### config.mk
export PLATFORM = sky130hd
export DESIGN_NAME = simplex_lattice_weight_generator_flat
export DESIGN_NICKNAME = d
export VERILOG_FILES = /design/src/hdl/slwg_pkg.sv /design/src/hdl/slwg_ifs.sv /design/src/hdl/simplex_lattice_weight_generator.sv /design/src/hdl/slwg_div.sv /design/src/hdl/slwg_dp.sv /design/src/hdl/slwg_ctrl.sv /design/src/flat_wrapper.sv
export SDC_FILE = /design/constraint.sdc
export NUM_CORES = 2
export LEC_CHECK = 0
export CORE_AREA = 4 4 300 302
export CTS_CLUSTER_DIAMETER = 150
export DETAILED_ROUTE_END_ITERATION = 7
export DIE_AREA = 0 0 304 306
export DONT_BUFFER_PORTS = 1
export PLACE_DENSITY = 0.75
export SLEW_MARGIN = 20
export SYNTH_ARGS = -nofsm -noshare
export SYNTH_HDL_FRONTEND = slang
export SYNTH_SLANG_ARGS = --single-unit
### constraint.sdc
create_clock -name clk_i -period 11.2 [get_ports clk_i]
set_input_delay 1.68 -clock clk_i [delete_from_list [all_inputs] [get_ports clk_i]]
set_output_delay 1.68 -clock clk_i [all_outputs]
set_load 0.02 [all_outputs]
### src/hdl/slwg_pkg.sv
`default_nettype none
package slwg_pkg;

  localparam int MAX_OBJ    = 8;
  localparam int FRAC_BITS  = 16;
  localparam int MIN_WEIGHT = 1;

  localparam int COMP_W = FRAC_BITS + 1;
  localparam int CNT_W  = 16;
  localparam int M_W    = 4;
  localparam int SEL_W  = $clog2(MAX_OBJ);
  localparam int BIT_W  = $clog2(CNT_W);
  // (H + M*k) < 2^20, shifted by FRAC_BITS+1, plus rounding term
  localparam int NUM_W  = 20 + FRAC_BITS + 2;
  localparam int DEN_W  = 21;
  localparam int ADR_W  = 3;

  localparam logic [COMP_W-1:0] COMP_MAX = '1;
  localparam logic [COMP_W-1:0] COMP_MIN = COMP_W'(MIN_WEIGHT);
  localparam logic [M_W-1:0]    M_LO     = M_W'(2);
  localparam logic [M_W-1:0]    M_HI     = M_W'(MAX_OBJ);

  localparam logic REG_TARGET = 1'b0;
  localparam logic REG_OBJ    = 1'b1;

  typedef enum logic [3:0] {
    OP_NONE,
    OP_SETUP_INIT,
    OP_TRY,
    OP_BMUL,
    OP_DIV_START,
    OP_BACC,
    OP_GACC,
    OP_FIN1,
    OP_FIN2,
    OP_RESTART,
    OP_CPREP,
    OP_CSTORE,
    OP_EMIT,
    OP_ADV_INC,
    OP_ADV_CLR,
    OP_ADV_WRAP
  } dp_op_e;

  typedef struct packed {
    dp_op_e           op;
    logic [BIT_W-1:0] bit_sel;
    logic [SEL_W-1:0] step;
    logic [SEL_W-1:0] sel;
  } dp_cmd_t;

  typedef struct packed {
    logic           div_done;
    logic           q_gt_thr;
    logic [M_W-1:0] m;
    logic           setup_done;
    logic           ph2_ok;
    logic           adv_fits;
    logic           out_free;
  } dp_stat_t;

endpackage
`default_nettype wire

### src/hdl/slwg_ifs.sv
`default_nettype none
interface slwg_in_if;
  logic valid;
  logic ready;
  logic restart;
  modport source (output valid, output restart, input ready);
  modport sink   (input valid, input restart, output ready);
endinterface

interface slwg_out_if;
  import slwg_pkg::*;
  logic              valid;
  logic              ready;
  logic [COMP_W-1:0] component_0;
  logic [COMP_W-1:0] component_1;
  logic [COMP_W-1:0] component_2;
  logic [COMP_W-1:0] component_3;
  logic [COMP_W-1:0] component_4;
  logic [COMP_W-1:0] component_5;
  logic [COMP_W-1:0] component_6;
  logic [COMP_W-1:0] component_7;
  logic [CNT_W-1:0]  point_index;
  logic [CNT_W-1:0]  point_total;
  logic              inner_layer;
  logic              last_point;
  modport source (output valid, output component_0, output component_1,
                  output component_2, output component_3, output component_4,
                  output component_5, output component_6, output component_7,
                  output point_index, output point_total, output inner_layer,
                  output last_point, input ready);
  modport sink   (input valid, input component_0, input component_1,
                  input component_2, input component_3, input component_4,
                  input component_5, input component_6, input component_7,
                  input point_index, input point_total, input inner_layer,
                  input last_point, output ready);
endinterface
`default_nettype wire

### src/hdl/simplex_lattice_weight_generator.sv
`default_nettype none
// Two-layer simplex lattice weight generator: each input word returns one
// weight vector (65536 = 1.0), walking layer one then layer two and wrapping.
// All divisions go through one 38-step restoring divider. A vector needs M
// divisions (one per objective) plus the odometer step. The first word after
// reset or after a register write also runs the lattice setup: up to
// two 16-step bit searches, each trial a binomial of up to M-1
// multiply-and-divide steps.
module simplex_lattice_weight_generator (
  input  logic                          clk_i,
  input  logic                          rst_ni,
  slwg_in_if.sink                       in_i,
  slwg_out_if.source                    out_o,
  input  logic                          psel,
  input  logic                          penable,
  input  logic                          pwrite,
  input  logic [slwg_pkg::ADR_W-1:0]    paddr,
  input  logic [31:0]                   pwdata,
  output logic [31:0]                   prdata,
  output logic                          pready
);
  import slwg_pkg::*;

  logic [CNT_W-1:0] target_q;
  logic [M_W-1:0]   obj_q;
  logic             cfg_wr;
  dp_cmd_t          cmd;
  dp_stat_t         stat;
  logic [MAX_OBJ-1:0][COMP_W-1:0] comp;

  assign cfg_wr = psel && penable && pwrite;
  assign pready = 1'b1;
  assign prdata = (paddr[2] == REG_OBJ) ? 32'(obj_q) : 32'(target_q);

  always_ff @(posedge clk_i or negedge rst_ni) begin
    if (!rst_ni) begin
      target_q <= CNT_W'(100);
      obj_q    <= M_W'(3);
    end else if (cfg_wr) begin
      if (paddr[2] == REG_TARGET) begin
        target_q <= pwdata[CNT_W-1:0];
      end else begin
        obj_q <= pwdata[M_W-1:0];
      end
    end
  end

  slwg_ctrl u_ctrl (
    .clk_i       (clk_i),
    .rst_ni      (rst_ni),
    .in_valid_i  (in_i.valid),
    .in_restart_i(in_i.restart),
    .in_ready_o  (in_i.ready),
    .stat_i      (stat),
    .cmd_o       (cmd)
  );

  slwg_dp u_dp (
    .clk_i      (clk_i),
    .rst_ni     (rst_ni),
    .cmd_i      (cmd),
    .stat_o     (stat),
    .target_i   (target_q),
    .obj_i      (obj_q),
    .cfg_wr_i   (cfg_wr),
    .out_ready_i(out_o.ready),
    .out_valid_o(out_o.valid),
    .comp_o     (comp),
    .idx_o      (out_o.point_index),
    .total_o    (out_o.point_total),
    .layer_o    (out_o.inner_layer),
    .last_o     (out_o.last_point)
  );

  assign out_o.component_0 = comp[0];
  assign out_o.component_1 = comp[1];
  assign out_o.component_2 = comp[2];
  assign out_o.component_3 = comp[3];
  assign out_o.component_4 = comp[4];
  assign out_o.component_5 = comp[5];
  assign out_o.component_6 = comp[6];
  assign out_o.component_7 = comp[7];

endmodule
`default_nettype wire

### src/hdl/slwg_div.sv
`default_nettype none
module slwg_div (
  input  logic                       clk_i,
  input  logic                       rst_ni,
  input  logic                       start_i,
  input  logic [slwg_pkg::NUM_W-1:0] num_i,
  input  logic [slwg_pkg::DEN_W-1:0] den_i,
  output logic                       done_o,
  output logic [slwg_pkg::NUM_W-1:0] quot_o
);
  import slwg_pkg::*;

  localparam int C_W = $clog2(NUM_W + 1);

  logic [DEN_W-1:0] rem_q, den_q;
  logic [NUM_W-1:0] quo_q;
  logic [C_W-1:0]   cnt_q;
  logic             busy_q, done_q;
  logic [DEN_W:0]   trial;
  logic             fit;

  assign trial = {rem_q, quo_q[NUM_W-1]};
  assign fit   = trial >= {1'b0, den_q};

  always_ff @(posedge clk_i or negedge rst_ni) begin
    if (!rst_ni) begin
      busy_q <= 1'b0;
      done_q <= 1'b0;
      cnt_q  <= '0;
    end else begin
      done_q <= 1'b0;
      if (start_i) begin
        busy_q <= 1'b1;
        cnt_q  <= C_W'(NUM_W);
      end else if (busy_q) begin
        cnt_q <= cnt_q - C_W'(1);
        if (cnt_q == C_W'(1)) begin
          busy_q <= 1'b0;
          done_q <= 1'b1;
        end
      end
    end
  end

  always_ff @(posedge clk_i) begin
    if (start_i) begin
      rem_q <= '0;
      quo_q <= num_i;
      den_q <= den_i;
    end else if (busy_q) begin
      rem_q <= fit ? DEN_W'(trial - {1'b0, den_q}) : DEN_W'(trial);
      quo_q <= {quo_q[NUM_W-2:0], fit};
    end
  end

  assign done_o = done_q;
  assign quot_o = quo_q;

endmodule
`default_nettype wire

### src/hdl/slwg_dp.sv
`default_nettype none
module slwg_dp (
  input  logic                                              clk_i,
  input  logic                                              rst_ni,
  input  slwg_pkg::dp_cmd_t                                 cmd_i,
  output slwg_pkg::dp_stat_t                                stat_o,
  input  logic [slwg_pkg::CNT_W-1:0]                        target_i,
  input  logic [slwg_pkg::M_W-1:0]                          obj_i,
  input  logic                                              cfg_wr_i,
  input  logic                                              out_ready_i,
  output logic                                              out_valid_o,
  output logic [slwg_pkg::MAX_OBJ-1:0][slwg_pkg::COMP_W-1:0] comp_o,
  output logic [slwg_pkg::CNT_W-1:0]                        idx_o,
  output logic [slwg_pkg::CNT_W-1:0]                        total_o,
  output logic                                              layer_o,
  output logic                                              last_o
);
  import slwg_pkg::*;

  logic [M_W-1:0]   m_q;
  logic [CNT_W-1:0] thr_q, g_q, try_q, c_q, cbest_q, h1_q, h2_q, c1_q, total_q;
  logic [CNT_W-1:0] sum_q, idx_q;
  logic [CNT_W-1:0] pc_q [MAX_OBJ];
  logic             setup_q, layer_q, out_valid_q;
  logic [NUM_W-1:0] num_q;
  logic [DEN_W-1:0] den_q;
  logic [COMP_W-1:0] comp_q [MAX_OBJ];
  logic [MAX_OBJ-1:0][COMP_W-1:0] out_comp_q;
  logic [CNT_W-1:0] out_idx_q, out_total_q;
  logic             out_layer_q, out_last_q;

  logic [NUM_W-1:0] quot;
  logic             div_done;
  logic [CNT_W-1:0] h_cur, ksel;
  logic [19:0]      mk, mh, hmk;
  logic [20:0]      dd;
  logic [32:0]      bprod;
  logic [COMP_W-1:0] cval;
  logic [M_W-1:0]   m_n;
  logic [CNT_W-1:0] h1_n, c1_n;
  logic             fits;
  logic             out_free;

  slwg_div u_div (
    .clk_i  (clk_i),
    .rst_ni (rst_ni),
    .start_i(cmd_i.op == OP_DIV_START),
    .num_i  (num_q),
    .den_i  (den_q),
    .done_o (div_done),
    .quot_o (quot)
  );

  always_comb begin
    h_cur = layer_q ? h2_q : h1_q;
    if (cmd_i.sel == '0) begin
      ksel = (sum_q <= h_cur) ? h_cur - sum_q : '0;
    end else begin
      ksel = pc_q[cmd_i.sel];
    end
    mk    = 20'(m_q) * 20'(ksel);
    mh    = 20'(m_q) * 20'(h_cur);
    hmk   = 20'(h_cur) + mk;
    dd    = {mh, 1'b0};
    bprod = 33'(c_q) * 33'(17'(try_q) + 17'(cmd_i.step));
    if (h_cur == '0 || quot < NUM_W'(COMP_MIN)) begin
      cval = COMP_MIN;
    end else if (quot > NUM_W'(COMP_MAX)) begin
      cval = COMP_MAX;
    end else begin
      cval = quot[COMP_W-1:0];
    end
    if (obj_i < M_LO) begin
      m_n = M_LO;
    end else if (obj_i > M_HI) begin
      m_n = M_HI;
    end else begin
      m_n = obj_i;
    end
    h1_n     = (g_q == '0) ? CNT_W'(1) : g_q;
    c1_n     = (g_q == '0) ? CNT_W'(m_q) : cbest_q;
    fits     = (17'(sum_q) + 17'd1) <= 17'(h_cur);
    out_free = !out_valid_q || out_ready_i;
  end

  assign stat_o.div_done   = div_done;
  assign stat_o.q_gt_thr   = quot > NUM_W'(thr_q);
  assign stat_o.m          = m_q;
  assign stat_o.setup_done = setup_q;
  assign stat_o.ph2_ok     = (CNT_W'(m_q) > h1_q) && (c1_q <= target_i);
  assign stat_o.adv_fits   = fits;
  assign stat_o.out_free   = out_free;

  // walk state and handshake
  always_ff @(posedge clk_i or negedge rst_ni) begin
    if (!rst_ni) begin
      setup_q     <= 1'b0;
      layer_q     <= 1'b0;
      idx_q       <= '0;
      sum_q       <= '0;
      out_valid_q <= 1'b0;
      for (int n = 0; n < MAX_OBJ; n++) begin
        pc_q[n] <= '0;
      end
    end else begin
      if (out_ready_i) begin
        out_valid_q <= 1'b0;
      end
      if (cfg_wr_i) begin
        setup_q <= 1'b0;
      end
      unique case (cmd_i.op)
        OP_FIN2, OP_RESTART: begin
          if (cmd_i.op == OP_FIN2) begin
            setup_q <= 1'b1;
          end
          layer_q <= 1'b0;
          idx_q   <= '0;
          sum_q   <= '0;
          for (int n = 0; n < MAX_OBJ; n++) begin
            pc_q[n] <= '0;
          end
        end
        OP_EMIT: begin
          out_valid_q <= 1'b1;
        end
        OP_ADV_INC: begin
          pc_q[cmd_i.sel] <= pc_q[cmd_i.sel] + CNT_W'(1);
          sum_q           <= sum_q + CNT_W'(1);
          idx_q           <= idx_q + CNT_W'(1);
        end
        OP_ADV_CLR: begin
          sum_q           <= sum_q - pc_q[cmd_i.sel];
          pc_q[cmd_i.sel] <= '0;
        end
        OP_ADV_WRAP: begin
          sum_q <= '0;
          for (int n = 0; n < MAX_OBJ; n++) begin
            pc_q[n] <= '0;
          end
          if (!layer_q && h2_q != '0) begin
            layer_q <= 1'b1;
            idx_q   <= idx_q + CNT_W'(1);
          end else begin
            layer_q <= 1'b0;
            idx_q   <= '0;
          end
        end
        default: begin
        end
      endcase
    end
  end

  // setup search and arithmetic operands
  always_ff @(posedge clk_i) begin
    unique case (cmd_i.op)
      OP_SETUP_INIT: begin
        m_q   <= m_n;
        thr_q <= target_i;
        g_q   <= '0;
      end
      OP_TRY: begin
        try_q <= g_q | (CNT_W'(1) << cmd_i.bit_sel);
        c_q   <= CNT_W'(1);
      end
      OP_BMUL: begin
        num_q <= NUM_W'(bprod);
        den_q <= DEN_W'(cmd_i.step);
      end
      OP_BACC: begin
        c_q <= quot[CNT_W-1:0];
      end
      OP_GACC: begin
        g_q     <= try_q;
        cbest_q <= quot[CNT_W-1:0];
      end
      OP_FIN1: begin
        h1_q  <= h1_n;
        c1_q  <= c1_n;
        thr_q <= target_i - c1_n;
        g_q   <= '0;
      end
      OP_FIN2: begin
        h2_q    <= g_q;
        total_q <= c1_q + ((g_q != '0) ? cbest_q : '0);
      end
      OP_CPREP: begin
        if (!layer_q) begin
          num_q <= (NUM_W'(ksel) << (FRAC_BITS + 1)) + NUM_W'(h_cur);
          den_q <= DEN_W'({h_cur, 1'b0});
        end else begin
          num_q <= (NUM_W'(hmk) << (FRAC_BITS + 1)) + NUM_W'(dd);
          den_q <= DEN_W'({dd, 1'b0});
        end
      end
      OP_CSTORE: begin
        comp_q[cmd_i.sel] <= cval;
      end
      OP_EMIT: begin
        for (int n = 0; n < MAX_OBJ; n++) begin
          out_comp_q[n] <= (M_W'(n) < m_q) ? comp_q[n] : '0;
        end
        out_idx_q   <= idx_q;
        out_total_q <= total_q;
        out_layer_q <= layer_q;
        out_last_q  <= (total_q != '0) && (idx_q == total_q - CNT_W'(1));
      end
      default: begin
      end
    endcase
  end

  assign out_valid_o = out_valid_q;
  assign comp_o      = out_comp_q;
  assign idx_o       = out_idx_q;
  assign total_o     = out_total_q;
  assign layer_o     = out_layer_q;
  assign last_o      = out_last_q;

endmodule
`default_nettype wire

### src/hdl/slwg_ctrl.sv
`default_nettype none
module slwg_ctrl (
  input  logic               clk_i,
  input  logic               rst_ni,
  input  logic               in_valid_i,
  input  logic               in_restart_i,
  output logic               in_ready_o,
  input  slwg_pkg::dp_stat_t stat_i,
  output slwg_pkg::dp_cmd_t  cmd_o
);
  import slwg_pkg::*;

  typedef enum logic [3:0] {
    ST_IDLE, ST_SINIT, ST_TRY, ST_BMUL, ST_BDIV_GO, ST_BDIV_WAIT, ST_NEXTBIT,
    ST_PHASE_END, ST_PH2_CHK, ST_FIN2, ST_CPREP, ST_CDIV_GO, ST_CDIV_WAIT,
    ST_EMIT, ST_ADV
  } state_e;

  state_e           state_q, state_d;
  logic [BIT_W-1:0] b_q, b_d;
  logic [SEL_W-1:0] i_q, i_d;
  logic [M_W-1:0]   j_q, j_d;
  logic             phase_q, phase_d;
  logic [M_W-1:0]   m_last;

  assign m_last     = stat_i.m - M_W'(1);
  assign in_ready_o = (state_q == ST_IDLE);

  always_comb begin
    state_d       = state_q;
    b_d           = b_q;
    i_d           = i_q;
    j_d           = j_q;
    phase_d       = phase_q;
    cmd_o.op      = OP_NONE;
    cmd_o.bit_sel = b_q;
    cmd_o.step    = i_q;
    cmd_o.sel     = j_q[SEL_W-1:0];
    unique case (state_q)
      ST_IDLE: begin
        if (in_valid_i) begin
          if (in_restart_i) begin
            cmd_o.op = OP_RESTART;
          end
          j_d     = '0;
          state_d = stat_i.setup_done ? ST_CPREP : ST_SINIT;
        end
      end
      ST_SINIT: begin
        cmd_o.op = OP_SETUP_INIT;
        phase_d  = 1'b0;
        b_d      = '1;
        state_d  = ST_TRY;
      end
      ST_TRY: begin
        cmd_o.op = OP_TRY;
        i_d      = SEL_W'(1);
        state_d  = ST_BMUL;
      end
      ST_BMUL: begin
        cmd_o.op = OP_BMUL;
        state_d  = ST_BDIV_GO;
      end
      ST_BDIV_GO: begin
        cmd_o.op = OP_DIV_START;
        state_d  = ST_BDIV_WAIT;
      end
      ST_BDIV_WAIT: begin
        if (stat_i.div_done) begin
          if (stat_i.q_gt_thr) begin
            state_d = ST_NEXTBIT;
          end else if (M_W'(i_q) == m_last) begin
            cmd_o.op = OP_GACC;
            state_d  = ST_NEXTBIT;
          end else begin
            cmd_o.op = OP_BACC;
            i_d      = i_q + SEL_W'(1);
            state_d  = ST_BMUL;
          end
        end
      end
      ST_NEXTBIT: begin
        if (b_q == '0) begin
          state_d = ST_PHASE_END;
        end else begin
          b_d     = b_q - BIT_W'(1);
          state_d = ST_TRY;
        end
      end
      ST_PHASE_END: begin
        if (!phase_q) begin
          cmd_o.op = OP_FIN1;
          state_d  = ST_PH2_CHK;
        end else begin
          state_d = ST_FIN2;
        end
      end
      ST_PH2_CHK: begin
        if (stat_i.ph2_ok) begin
          phase_d = 1'b1;
          b_d     = '1;
          state_d = ST_TRY;
        end else begin
          state_d = ST_FIN2;
        end
      end
      ST_FIN2: begin
        cmd_o.op = OP_FIN2;
        j_d      = '0;
        state_d  = ST_CPREP;
      end
      ST_CPREP: begin
        cmd_o.op = OP_CPREP;
        state_d  = ST_CDIV_GO;
      end
      ST_CDIV_GO: begin
        cmd_o.op = OP_DIV_START;
        state_d  = ST_CDIV_WAIT;
      end
      ST_CDIV_WAIT: begin
        if (stat_i.div_done) begin
          cmd_o.op = OP_CSTORE;
          if (j_q == m_last) begin
            state_d = ST_EMIT;
          end else begin
            j_d     = j_q + M_W'(1);
            state_d = ST_CPREP;
          end
        end
      end
      ST_EMIT: begin
        if (stat_i.out_free) begin
          cmd_o.op = OP_EMIT;
          j_d      = M_W'(1);
          state_d  = ST_ADV;
        end
      end
      ST_ADV: begin
        if (j_q == stat_i.m) begin
          cmd_o.op = OP_ADV_WRAP;
          state_d  = ST_IDLE;
        end else if (stat_i.adv_fits) begin
          cmd_o.op = OP_ADV_INC;
          state_d  = ST_IDLE;
        end else begin
          cmd_o.op = OP_ADV_CLR;
          j_d      = j_q + M_W'(1);
        end
      end
      default: begin
        state_d = ST_IDLE;
      end
    endcase
  end

  always_ff @(posedge clk_i or negedge rst_ni) begin
    if (!rst_ni) begin
      state_q <= ST_IDLE;
      b_q     <= '0;
      i_q     <= '0;
      j_q     <= '0;
      phase_q <= 1'b0;
    end else begin
      state_q <= state_d;
      b_q     <= b_d;
      i_q     <= i_d;
      j_q     <= j_d;
      phase_q <= phase_d;
    end
  end

endmodule
`default_nettype wire
### src/flat_wrapper.sv
// flat-port wrapper written by rule: the top's interface ports become plain ports
module simplex_lattice_weight_generator_flat import slwg_pkg::*;
  (clk_i, rst_ni, psel, penable, pwrite, paddr, pwdata, prdata, pready, in_i_valid, in_i_restart, in_i_ready, out_o_valid, out_o_component_0, out_o_component_1, out_o_component_2, out_o_component_3, out_o_component_4, out_o_component_5, out_o_component_6, out_o_component_7, out_o_point_index, out_o_point_total, out_o_inner_layer, out_o_last_point, out_o_ready);
  slwg_in_if in_i_i ();
  slwg_out_if out_o_i ();
  input  logic clk_i;
  input  logic rst_ni;
  input  logic psel;
  input  logic penable;
  input  logic pwrite;
  input  logic [slwg_pkg::ADR_W-1:0] paddr;
  input  logic [31:0] pwdata;
  output logic [31:0] prdata;
  output logic pready;
  input wire logic [$bits(in_i_i.valid)-1:0] in_i_valid;
  input wire logic [$bits(in_i_i.restart)-1:0] in_i_restart;
  output wire logic [$bits(in_i_i.ready)-1:0] in_i_ready;
  output wire logic [$bits(out_o_i.valid)-1:0] out_o_valid;
  output wire logic [$bits(out_o_i.component_0)-1:0] out_o_component_0;
  output wire logic [$bits(out_o_i.component_1)-1:0] out_o_component_1;
  output wire logic [$bits(out_o_i.component_2)-1:0] out_o_component_2;
  output wire logic [$bits(out_o_i.component_3)-1:0] out_o_component_3;
  output wire logic [$bits(out_o_i.component_4)-1:0] out_o_component_4;
  output wire logic [$bits(out_o_i.component_5)-1:0] out_o_component_5;
  output wire logic [$bits(out_o_i.component_6)-1:0] out_o_component_6;
  output wire logic [$bits(out_o_i.component_7)-1:0] out_o_component_7;
  output wire logic [$bits(out_o_i.point_index)-1:0] out_o_point_index;
  output wire logic [$bits(out_o_i.point_total)-1:0] out_o_point_total;
  output wire logic [$bits(out_o_i.inner_layer)-1:0] out_o_inner_layer;
  output wire logic [$bits(out_o_i.last_point)-1:0] out_o_last_point;
  input wire logic [$bits(out_o_i.ready)-1:0] out_o_ready;
  assign in_i_i.valid = in_i_valid;
  assign in_i_i.restart = in_i_restart;
  assign in_i_ready = in_i_i.ready;
  assign out_o_valid = out_o_i.valid;
  assign out_o_component_0 = out_o_i.component_0;
  assign out_o_component_1 = out_o_i.component_1;
  assign out_o_component_2 = out_o_i.component_2;
  assign out_o_component_3 = out_o_i.component_3;
  assign out_o_component_4 = out_o_i.component_4;
  assign out_o_component_5 = out_o_i.component_5;
  assign out_o_component_6 = out_o_i.component_6;
  assign out_o_component_7 = out_o_i.component_7;
  assign out_o_point_index = out_o_i.point_index;
  assign out_o_point_total = out_o_i.point_total;
  assign out_o_inner_layer = out_o_i.inner_layer;
  assign out_o_last_point = out_o_i.last_point;
  assign out_o_i.ready = out_o_ready;
  simplex_lattice_weight_generator u_core (.clk_i(clk_i), .rst_ni(rst_ni), .in_i(in_i_i), .out_o(out_o_i), .psel(psel), .penable(penable), .pwrite(pwrite), .paddr(paddr), .pwdata(pwdata), .prdata(prdata), .pready(pready));
endmodule
; Word level (Yosys, flattened, before mapping)
; Memories as Yosys holds them, arrays and structs flattened. A register that Yosys moved wholly into a read port is not among the register bits.
; Cells that the tools add are included.
[word_totals]
regBits = 528
ram_bits = 136
out_inout_bits = 205
word_cells = 276
memories = 1
[memory_table]
columns = memory, depth, width, read_ports, rd_ports_with_merged_regs, write_ports, line
row1 = u_core.u_dp.comp_q, 8, 17, 8, 8, 1, slwg_dp.sv:27  ; logic [COMP_W-1:0] comp_q [MAX_OBJ];
[classes]
add_sub_neg = 19
n_mul = 3
order_cmp = 20
eq_ne = 46
shift = 1
muxes = 87
bitwise = 5
n_reduce_logical = 51
[ops]
columns = cell, count
row1 = 128-bit one-hot mux with 3 select lines, 1
row2 = 16-bit 2-to-1 mux, 10
row3 = 128-bit bitwise AND, 1
row4 = 128-bit bitwise mux, 1
row5 = 128-bit inverter, 1
row6 = 38-bit 2-to-1 mux, 3
row7 = 16-bit one-hot mux with 2 select lines, 3
row8 = 16-bit one-hot mux with 3 select lines, 2
row9 = 4-bit 2-to-1 mux, 21
row10 = 38-bit one-hot mux with 2 select lines, 1
row11 = 4-bit == test (second input constant), 15
row12 = 4-bit one-hot mux with 15 select lines, 1
row13 = 16-bit by 1-bit adder with 16-bit output (second input constant), 3
row14 = 16-bit binary-select mux with 3-bit select, 1
row15 = 16-bit demux with 3-bit select, 1
row16 = 4-bit one-hot mux with 12 select lines, 1
row17 = 16-bit nonzero test, 3
row18 = 16-bit subtractor, 3
row19 = 21-bit 2-to-1 mux, 2
row20 = 21-bit one-hot mux with 2 select lines, 1
row21 = 4-bit by 16-bit multiplier with 20-bit output, 2
row22 = 37-bit by 21-bit adder with 38-bit output, 1
row23 = 38-bit by 16-bit > comparator with 1-bit output, 1
row24 = 38-bit by 17-bit > comparator with 1-bit output (second input constant), 1
row25 = 63 further kinds, 152

; Depth between registers and ports, before layout
[logic_depth]
ltp_word = 10
ltp_mapped = 30
ltp_nobuf = 29

; Cells and area by module
; Synthesis repeated with hierarchy kept, for this count alone.
[unflattened]
cells_unflattened = 4887
area_unflattened_um2 = 52425.3
[by_module_without_submodules]
columns = module, n_inst, cells_each, area_each_um2, seq_area_each_um2
row1 = slwg_dp, 1, 4173, 44946.9, 19483.7
row2 = slwg_div, 1, 438, 4818.4, 2392.3
row3 = slwg_ctrl, 1, 195, 1572.8, 400.4
row4 = simplex_lattice_weight_generator, 1, 81, 1087.3, 506.7

; Least setup slack after synthesis
; No wires, ideal clock.
[synth_path]
path_type = input to register
from = input port out_o_ready
to = register u_core.u_dp.sum_q[15]
arrival_time_ns = 9.197
required_ns = 11.121
path_slack_ns = 1.924
path_stages = 18
path_buffers = 2
path_cell_list = nand2b_1 -> and2_1 -> or2_2 -> buf_2 -> nand3_1 -> clkbuf_1 -> or2_2 -> inv_1 -> ha_1 -> nor2b_1 -> o21ai_0 -> a21boi_0 -> o41a_1 -> a211oi_1 -> o31ai_1 -> xor2_1 -> a2bb2oi_1 -> mux2i_1
[synth_between]
elab_chain_cells = 6
[synth_rtl]
columns = item, line
row1 = "start, declared", flat_wrapper.sv:31  ; input wire logic [$bits(out_o_i.ready)-1:0] out_o_ready;
row2 = 1-bit logical OR (*), slwg_dp.sv:83  ; out_free = !out_valid_q || out_ready_i;
row3 = 4-bit 2-to-1 mux (*), slwg_ctrl.sv:132  ; if (stat_i.out_free) begin
row4 = 4-bit one-hot mux with 12 select lines (*), slwg_ctrl.sv:39  ; unique case (state_q)
row5 = 4-bit == test, slwg_dp.sv:112  ; unique case (cmd_i.op)
row6 = 3-bit OR reduction (no line), --
row7 = 16-bit one-hot mux with 3 select lines / 3-bit nonzero test (equally long branches), --
row8 = "end signal, assigned", slwg_dp.sv:129  ; sum_q <= sum_q + CNT_W'(1);
row9 = "end signal, assigned", slwg_dp.sv:133  ; sum_q <= sum_q - pc_q[cmd_i.sel];
row10 = "end, declared", slwg_dp.sv:22  ; logic [CNT_W-1:0] sum_q, idx_q;
; Mark *: on every way between the ends. The rest lies on a longest branch, timed or not.
; A chain may end at the register's enable or synchronous reset.

; Final worst setup path
[layout_path]
from = register u_core.u_dp.layer_q
to = register u_core.u_dp.num_q[34], data pin
[layout_between]
elab_chain_cells = 9
[layout_rtl]
columns = item, line
row1 = "start, declared", slwg_dp.sv:24  ; logic setup_q, layer_q, out_valid_q;
row2 = "start signal, assigned", slwg_dp.sv:98  ; layer_q <= 1'b0;
row3 = "start signal, assigned", slwg_dp.sv:117  ; layer_q <= 1'b0;
row4 = "start signal, assigned", slwg_dp.sv:142  ; layer_q <= 1'b1;
row5 = 16-bit 2-to-1 mux, slwg_dp.sv:55  ; h_cur = layer_q ? h2_q : h1_q;
row6 = 16-bit subtractor / 16-bit less-or-equal comparator (equally long branches), slwg_dp.sv:57  ; ksel = (sum_q <= h_cur) ? h_cur - sum_q : '0;
row7 = 16-bit 2-to-1 mux, slwg_dp.sv:57
row8 = 16-bit 2-to-1 mux, slwg_dp.sv:56  ; if (cmd_i.sel == '0) begin
row9 = 4-bit by 16-bit multiplier with 20-bit output, slwg_dp.sv:61  ; mk = 20'(m_q) * 20'(ksel);
row10 = 16-bit by 20-bit adder with 20-bit output, slwg_dp.sv:63  ; hmk = 20'(h_cur) + mk;
row11 = 37-bit by 21-bit adder with 38-bit output, slwg_dp.sv:193  ; num_q <= (NUM_W'(hmk) << (FRAC_BITS + 1)) + NUM_W'(dd);
row12 = 38-bit 2-to-1 mux, slwg_dp.sv:189  ; if (!layer_q) begin
row13 = 38-bit one-hot mux with 2 select lines (*), slwg_dp.sv:157  ; unique case (cmd_i.op)
row14 = "end signal, assigned", slwg_dp.sv:168  ; num_q <= NUM_W'(bprod);
row15 = "end signal, assigned", slwg_dp.sv:190  ; num_q <= (NUM_W'(ksel) << (FRAC_BITS + 1)) + NUM_W'(h_cur);
row16 = "end signal, assigned", slwg_dp.sv:193
row17 = "end, declared", slwg_dp.sv:25  ; logic [NUM_W-1:0] num_q;
; Marked as above.

==> results.yml <==
logic_synthesis:
  yosysUniqueCellTypes: 88
  synthTopCellsByArea: "edfxtp_1 33%, fa_1 11%, dfrtp_1 9.7%, ha_1 7.6%, nand2_1 4.1%"
  ys_top_cells_by_count: "572 x edfxtp_1, 570 x nand2_1, 511 x inv_1, 317 x ha_1, 286 x fa_1"
  ys.flop_type: "edfxtp_1"
  synth.largest_area_cell: "edfxtp_1"
  synth_top_area_frac: 0.330
  ys_seq_area_frac: 0.438
  synth_edf_count: 572
  synth-seq-cells: 800
  avgSynthCellArea_um2: 10.6
  syn_area_um2: 52000
  synthCells: 4882
  yosysWarnings: 0
  synthArstFlopShare: 0.259
  yosysMostFrequentCell: "edfxtp_1"
clock_tree:
  clk_pin_slew_ns: 0.06
  cts_buffers: 84
  max-clock-path-buffers: 3
  post_cts_resized: 0
  clk_latency_ns: 0.67
  cts_hold_buf: 0
  cts_setup_buffers: 0
  cts.sinks: 800
  cts_tree: "yes"
  clockRootBuffer: "clkbuf_16"
  cts_max_level: 3
critical_path:
  worstSetupStartpointType: "register"
  reg2reg_from: "u_core.u_dp.layer_q"
  worstPathArrival_ns: 10.16
  r2r_end: "u_core.u_dp.num_q[34]"
  r2r_slack_ns: 1.40
  crit_type: "register to register"
  endpoint_kind: "register"
  critPathLaunch: "u_core.u_dp.layer_q"
  crit_path_end: "u_core.u_dp.num_q[34]"
  reg2reg_depth: 27
  worstPathMaxFanout: 27
  crit_required_ns: 11.56
detailed_routing:
  wl_per_cell_um: 22.8
  final_antenna_net_count: 0
  via_per_inst: 6.20
  remaining_drc_errors: 0
  firstDrtPassIters: 6
  drt_wl_total_mm: 139
  vias: 37700
  drt_iter0_drc: 3793
power_and_ir_drop:
  power_density_nw_per_um2: 111
  peakVddDrop_v: 0.000184
  p_leak_uw: 0.0243
place:
  gp_congestion: 0.972
  hpwl_mm: 100
  place_area_um2: 53300
  io_buffers: 0
sta:
  max-slew-margin-rel: 0.261
  finalSetupViolCount: 0
  fmax_ghz: 0.102
  finalCritPeriodShare: 0.875
  tns_ns: 0
  post-route-min-period_ns: 9.80
  finClkSkew_ns: 0.0405
  finalHoldViolCount: 0
  rsz0062_at_grt: "no"
  worstMarginPinSlew_ns: 1.08
  maxSlewViolCount: 0
floorplanning:
  dieArea_um2: 93000
  die_w_um: 304
  rows: 109
  ios: 248
  die_height_um: 306
  fp.coreArea_um2: 87700
  start_util: 0.593
final_layout:
  nFillCells: 6675
  nNetsFinal: 5490
  drive_gt1_frac: 0.0706
  design_area_um2: 56200
  syn2layout_area_growth_pct: 8.04
hold_path:
  hp-class: "register to register"
run:
  drv_cap: 0
status:
  status: "finished, final reports clean"
global_route:
  grt_pass1_wl_mm: 218
  grt-ovfl-total: 0
  grt_start_max_net_pins: 208
  grt_use_total: 0.299
  antenna_found_initial: 3
  grt_pass1_vias: 37800
[cell families (layout without fill, tap and decap cells)]
logic type	count (synthesis)	in the layout	synth area share
AND/OR/NAND/NOR	1598	1598	0.150
AO/OA/AOI/OAI	868	868	0.118
flip-flops	800	800	0.438
buffers and inverters	733	749	0.0551
adder cells (fa/ha/maj)	603	603	0.186
XOR/XNOR	187	187	0.0319
multiplexers	91	91	0.0204
other	2	18	0.000144
[worst max-delay path: stages (launching register included)]
cell	delay, ns
dfrtp_2	0.69
inv_1	0.48
nand2_1	0.18
and2_1	0.43
inv_1	0.18
ha_1	0.39
nand3_1	0.12
nor2_1	0.25
o211ai_1	0.18
a21boi_0	0.48
o21ai_1	0.42
o21ai_0	0.85
and2_1	0.25
fa_1	0.45
fa_1	0.54
inv_1	0.05
fa_1	0.49
inv_1	0.04
ha_1	0.23
or3_1	0.42
o211ai_1	0.29
o21ai_0	0.22
a2111oi_0	0.69
o211ai_1	0.18
a311oi_1	0.38
nor4b_1	0.36
xnor2_1	0.18
nor2_1	0.07
[power by group]
group / switching, uW / total [uW] / internal [uW]
logic: 94.0 / 154 / 60.4
registers: 22.3 / 3190 / 3170
clock network: 1200 / 2870 / 1670
[cell usage in the layout (no fill, tap or decap), drive strengths merged, types with 24 or more instances in the layout]
| cell type | n |
|---|---|
| mux2 | 39 |
| buf | 78 |
| xnor2 | 122 |
| nor3 | 73 |
| and3 | 33 |
| a22o | 122 |
| o22ai | 24 |
| dfrtp | 202 |
| nor2 | 264 |
| a211oi | 33 |
| a21o | 63 |
| fa | 286 |
| clkbuf | 110 |
| ha | 317 |
| xor2 | 65 |
| nor4 | 39 |
| or3 | 38 |
| clkinv | 28 |
| nand4 | 33 |
| nor2b | 171 |
| a31oi | 36 |
| o21ai | 159 |
| o221ai | 24 |
| o21a | 47 |
| mux2i | 44 |
| inv | 517 |
| nand2 | 571 |
| a21oi | 174 |
| and2 | 197 |
| nand3 | 84 |
| edfxtp | 572 |
| nand2b | 38 |
[layer usage]
layer  vias up  global-route usage  share of wire
li1      16800                   -              -
met1     18600               0.389           0.39
met2      1812               0.485           0.47
met3       389              0.0648          0.089
met4         4               0.140          0.050
met5         -                   0        0.00019
[area by class of cell]
cell class / instances / area [um^2] / share of cell area
multi-input cells: 3364 / 26600 / 0.473
flip-flops and latches: 800 / 22800 / 0.406
clock buffers: 109 / 2300 / 0.0409
inverters: 515 / 1930 / 0.0344
well taps: 1165 / 1460 / 0.0260
repair buffers: 79 / 588 / 0.0105
clock inverters: 46 / 538 / 0.00958
diodes: 1 / 2.50 / 0.0000446
[worst min-delay path by stage]
stage | startpoint | end | slack [ns] | cells after the start
after floorplan | u_core.u_dp.den_q[0] | u_core.u_dp.u_div.den_q[0] | 0.40 | 0
after global placement | u_core.u_dp.den_q[5] | u_core.u_dp.u_div.den_q[5] | 0.40 | 0
after detailed placement | u_core.u_dp.den_q[10] | u_core.u_dp.u_div.den_q[10] | 0.40 | 0
after CTS | u_core.u_dp.den_q[3] | u_core.u_dp.u_div.den_q[3] | 0.41 | 0
after global routing | u_core.u_dp.den_q[3] | u_core.u_dp.u_div.den_q[3] | 0.41 | 0
final | u_core.u_dp.den_q[3] | u_core.u_dp.u_div.den_q[3] | 0.40 | 0
[stage by stage]
step	std cells	power [uW]	hold slack [ns]	util	setup slack [ns]
after floorplan	4897	3360	0.400	-	1.92
after global placement	5921	3390	0.402	0.608	1.87
after detailed placement	5922	3400	0.405	0.608	1.70
after CTS	6077	6250	0.406	0.640	1.66
after global routing	6078	6400	0.410	0.640	0.785
final	6079	6210	0.404	0.640	1.40
Power figures use the tool's default switching activity.
